### config.mk
export PLATFORM = sky130hd
export DESIGN_NAME = ptt_chain
export DESIGN_NICKNAME = d
export VERILOG_FILES = /design/src/rtl/core/ptt_pkg.sv /design/src/rtl/core/ptt_cell.sv /design/src/rtl/core/ptt_chain.sv
export SDC_FILE = /design/constraint.sdc
export NUM_CORES = 2
export LEC_CHECK = 0
export BUFFER_PORTS_ARGS = -buffer_cell sky130_fd_sc_hd__buf_4
export CAP_MARGIN = 20
export CORE_ASPECT_RATIO = 0.6
export CORE_MARGIN = 2
export CORE_UTILIZATION = 45
export CTS_CLUSTER_DIAMETER = 120
export DETAILED_ROUTE_END_ITERATION = 8
export HOLD_SLACK_MARGIN = 0.12
export SLEW_MARGIN = 20
export SYNTH_ARGS = -nofsm -noshare
export SYNTH_HDL_FRONTEND = slang
export SYNTH_SLANG_ARGS = --single-unit
### constraint.sdc
create_clock -name aclk -period 12.7 [get_ports aclk]
set_input_delay 1.905 -clock aclk [delete_from_list [all_inputs] [get_ports aclk]]
set_output_delay 1.905 -clock aclk [all_outputs]
set_load 0.02 [all_outputs]
### src/rtl/core/ptt_pkg.sv
// ============================================================================
// ptt_pkg - preorder tree table types and constants
// Shared types, codes and sizes for the cell chain and its controller.
// ============================================================================
`default_nettype none
package ptt_pkg;

    localparam int MAX_NODES = 64;
    localparam int ID_BITS   = 16;
    localparam int IDX_W     = $clog2(MAX_NODES);
    localparam int CNT_W     = $clog2(MAX_NODES + 1);
    localparam int DEP_W     = 6;
    localparam int VAL_W     = 16;

    typedef struct packed {
        logic [ID_BITS-1:0] id;
        logic [ID_BITS-1:0] par;
        logic [DEP_W-1:0]   dep;
    } entry_t;

    typedef struct packed {
        logic [2:0]  opcode;
        logic [15:0] node_id;
        logic [15:0] new_parent;
        logic [5:0]  child_sel;
    } in_word_t;

    typedef struct packed {
        logic        ok;
        logic [1:0]  status;
        logic [15:0] value;
    } out_word_t;

    typedef enum logic [2:0] {
        OP_CREATE  = 3'd0,
        OP_REMOVE  = 3'd1,
        OP_SETPAR  = 3'd2,
        OP_CHCOUNT = 3'd3,
        OP_DESC    = 3'd4,
        OP_NTH     = 3'd5,
        OP_PARENT  = 3'd6,
        OP_UNUSED  = 3'd7
    } opcode_t;

    typedef enum logic [1:0] {
        ST_OK       = 2'd0,
        ST_NOTFOUND = 2'd1,
        ST_FULL     = 2'd2,
        ST_ILLEGAL  = 2'd3
    } status_t;

    typedef enum logic [2:0] {
        CM_HOLD,
        CM_ROT,
        CM_SHL,
        CM_SHR,
        CM_WR
    } cell_mode_t;

    typedef struct packed {
        cell_mode_t       mode;
        logic [IDX_W-1:0] lo;
        entry_t           wr;
    } cell_ctrl_t;

    typedef enum logic [2:0] {
        S_IDLE,
        S_SCAN,
        S_DECIDE,
        S_SHL,
        S_SHR,
        S_WRITE,
        S_RESP
    } fsm_t;

endpackage
`default_nettype wire

### src/rtl/core/ptt_cell.sv
// ============================================================================
// ptt_cell - one table entry of the chain
// Holds, rotates, shifts or loads its entry as the broadcast control says.
// ============================================================================
`default_nettype none
module ptt_cell (
    input  wire                        aclk,
    input  ptt_pkg::cell_ctrl_t        ctrl,
    input  wire [ptt_pkg::IDX_W-1:0]   idx,
    input  ptt_pkg::entry_t            left,
    input  ptt_pkg::entry_t            right,
    output ptt_pkg::entry_t            q
);
    import ptt_pkg::*;

    entry_t q_reg;
    entry_t q_next;

    always_comb begin
        case (ctrl.mode)
            CM_ROT:  q_next = right;
            CM_SHL:  q_next = (idx >= ctrl.lo) ? right : q_reg;
            CM_SHR:  q_next = (idx > ctrl.lo) ? left : q_reg;
            CM_WR:   q_next = (idx == ctrl.lo) ? ctrl.wr : q_reg;
            default: q_next = q_reg;
        endcase
    end

    always_ff @(posedge aclk) begin
        q_reg <= q_next;
    end

    assign q = q_reg;

endmodule
`default_nettype wire

### src/rtl/core/ptt_chain.sv
// ============================================================================
// ptt_chain - ring of table cells
// Links the cells to their neighbours and exposes the head entry.
// ============================================================================
`default_nettype none
module ptt_chain (
    input  wire                 aclk,
    input  ptt_pkg::cell_ctrl_t ctrl,
    output ptt_pkg::entry_t     head
);
    import ptt_pkg::*;

    entry_t q [MAX_NODES];

    for (genvar g = 0; g < MAX_NODES; g++) begin : g_cell
        ptt_cell u_cell (
            .aclk  (aclk),
            .ctrl  (ctrl),
            .idx   (IDX_W'(g)),
            .left  (q[(g + MAX_NODES - 1) % MAX_NODES]),
            .right (q[(g + 1) % MAX_NODES]),
            .q     (q[g])
        );
    end

    assign head = q[0];

endmodule
`default_nettype wire

==> impl_metrics.toml <==
[cts]
clkTransAtPathRegs_ns = 0.07
cts_root_buf = "clkbuf_16"
cts_tree = "yes"
clock_sinks = 2432
ctsHoldBuffers = 0
numCtsBuffers = 217
cts_buffer_depth = 4
htree_num_levels = 4
cts_setup_buffers = 0
postCtsResizedCells = 0
insertion_delay_ns = 0.87

[critical_path]
slowest_delay_ns = 0.92
timing.rr.start = "g_cell[14].u_cell.q[22]$_DFFE_PP_"
cp-end-kind = "register"
crit_start = "ctrl[44]"
worstPathRequired_ns = 13.41
rr_worst_depth = 1
critPathTopFamily = "buffers and inverters"
cp_cell_sequence = "buf_4, nand2_1, nor2_4, buf_4, buf_4, buf_4, buf_4, a221o_1"
cp.buffers_inverters = 5
cp_max_fo = 94
rr_endpoint = "g_cell[13].u_cell.q[22]$_DFFE_PP_"
critPathKind = "in -> reg"
critPathLaunchType = "primary input"
cp_data_arrival_time_ns = 7.31
cp_slowest_cell = "buf_4"
rrSetupSlack_ns = 11.48
cp.depth = 8
worst_path_most_repeated_cell = "buf_4"

[cells_and_area]
drive_above_1_share_pct = 10.6
final_common_cell = "a221o_1"
multiInputGateArea_um2 = 27300
syn2layout_area_growth_pct = 9.18
largest_reg_flops = 2432
final_cell_mix = "a221o_1 (2,434), edfxtp_1 (2,432), clkbuf_16 (223)"
regArea_um2 = 73000
nFillCells = 18700
layout.nets = 5721

[timing]
hold_viol_final = 0
clock_skew_ns = 0.0350
tightest_slew_ns = 1.35
setup_violations = 0
fmax_mhz = 151
tns_ns = 0
timing.final.crit_share_pct = 52.0
drv_slew = 0
rsz0062_at_grt = "no"
maxSlewHeadroom_pct = 9.72
finalCriticalPeriod_ns = 6.61

[place]
routabilityCongestion = 0.811
port_buffers = 85
hpwl_um = 153000

[worst_hold_path]
worstHoldEndpoint = "g_cell[23].u_cell.q[9]$_DFFE_PP_"
hold_depth = 1
hold_path_class = "reg -> reg"
hp-start = "g_cell[24].u_cell.q[9]$_DFFE_PP_"

[floorplanning]
dieWidth_um = 622
core_um2 = 229000
initial_core_util_pct = 45.2
row_count = 136
die_y_um = 375
dieArea_um2 = 233000
ios = 86

[pwr]
power.total_mw = 18.8
power_per_cell_area_nw_per_um2 = 167
leakagePower_nw = 36.6
ir_drop_mv = 0.119

[routing]
wl_per_cell_um = 33.4
drt_iter0_drc = 11300
dr.pass1.iters = 6
dr_total_vias = 66000
finalWirelength_um = 296000
viasPerCell = 7.44
antenna_left = 0
remaining_drc_errors = 0

[logic_synthesis]
yosys_most_used_dff = "edfxtp_1"
yosys_warnings = 0
synth-seq-area-share_pct = 70.7
synth_async_sr_flop_share_pct = 0
synthesis.area_um2 = 103000
synth_nets = 6133
ys_types = 63
synth_cells = 6085
synth-edff-count = 2432
syn_area_per_cell_um2 = 17.0
synth-seq-cells = 2432

[grt]
grt.total_usage_pct = 24.2
grt_max_degree = 258
grt_pass1_vias = 62300
antenna_found_initial = 3
grt_overflow = 0
grt_pass1_wl_um = 431000

[status]
run_status = "complete, no violations"

[flow_run]
maxCapViolations = 0
-- synthesized netlist by cell type (3+ instances only) --
library cell     n  share of area (%)
or4_1            3              0.022
edfxtp_1      2432                 71
a221oi_1         6              0.051
nand2_1         43               0.16
o211ai_1         3              0.022
o21ai_1          5              0.024
a21o_1           6              0.044
nor2b_1         14              0.085
nand3b_1         4              0.029
a21oi_1         36               0.17
a311oi_1         4              0.034
a22oi_1          5              0.036
clkbuf_1       381                1.4
o32ai_1          7              0.059
o22ai_1          7              0.042
nand4_1          6              0.036
a31oi_1          7              0.042
nor2_1          28               0.10
nand3_1         12              0.058
a211oi_1        10              0.073
inv_1            3              0.011
and3_1           6              0.036
a221o_1       2434                 24
nand2b_1         5              0.030
o21ai_0         39               0.19
buf_2          410                2.0
nor3_1          13              0.063
and2_1          42               0.25
buf_1           66               0.24
or2_2            5              0.030
-- how the worst max path moves through the flow --
stage                                             to
global route        g_cell[21].u_cell.q[3]$_DFFE_PP_
finish              g_cell[35].u_cell.q[5]$_DFFE_PP_
detailed placement  g_cell[59].u_cell.q[4]$_DFFE_PP_
CTS                 g_cell[41].u_cell.q[7]$_DFFE_PP_
global placement    g_cell[55].u_cell.q[7]$_DFFE_PP_
floorplan           g_cell[39].u_cell.q[0]$_DFFE_PP_
-- logic make-up (layout without fill, tap and decap cells) --
kind of cell / count (synthesis) / in the layout / share of synthesized area (%)
buffers and inverters: 862 / 615 / 3.63
xor gates and xnor gates: 2 / 2 / 0.0170
AOI/OAI and AO/OA: 2591 / 2591 / 24.6
and+or+nand+nor: 198 / 198 / 1.06
DFF: 2432 / 2432 / 70.7
other: 0 / 3 / 0
-- through the flow --
step                hold slack (ns)  setup slack [ns]  util, %  cell area [um2]  instances
floorplan                     0.550              3.36        -           103000       6085
finish                        0.569              6.09     49.3           113000       8877
global placement              0.560              5.43     46.4           106000       8484
detailed placement            0.564              5.19     46.4           106000       8486
global route                  0.586              5.85     49.3           113000       8876
CTS                           0.562              6.14     49.3           113000       8870
-- routing by layer --
metal  global-route usage [%]  wire length (um)  vias to the layer above
met5                        0                 0                        -
met4                     5.92              6820                        0
met3                     4.30             27600                      425
met2                     35.9            132000                     3777
met1                     36.9            130000                    34900
li1                         -                 -                    26900
-- area by class of cell --
cell class | instances | share of cell area [%]
multi-input cells | 2791 | 24.2
clock inverters | 102 | 0.690
clock buffers | 282 | 5.15
inverters | 4 | 0.0133
repair buffers | 227 | 1.76
flip-flops and latches | 2432 | 64.8
diodes | 3 | 0.00666
well taps | 3036 | 3.37
-- power breakdown --
| group | leakage [nW] | internal (mW) | total, mW | switching (mW) |
|---|---|---|---|---|
| clock network | 3.23 | 3.45 | 6.41 | 2.96 |
| registers | 23.3 | 9.91 | 10.4 | 0.494 |
| logic | 10.1 | 0.809 | 2.00 | 1.19 |
No activity file was read; power rests on OpenSTA's default activity.
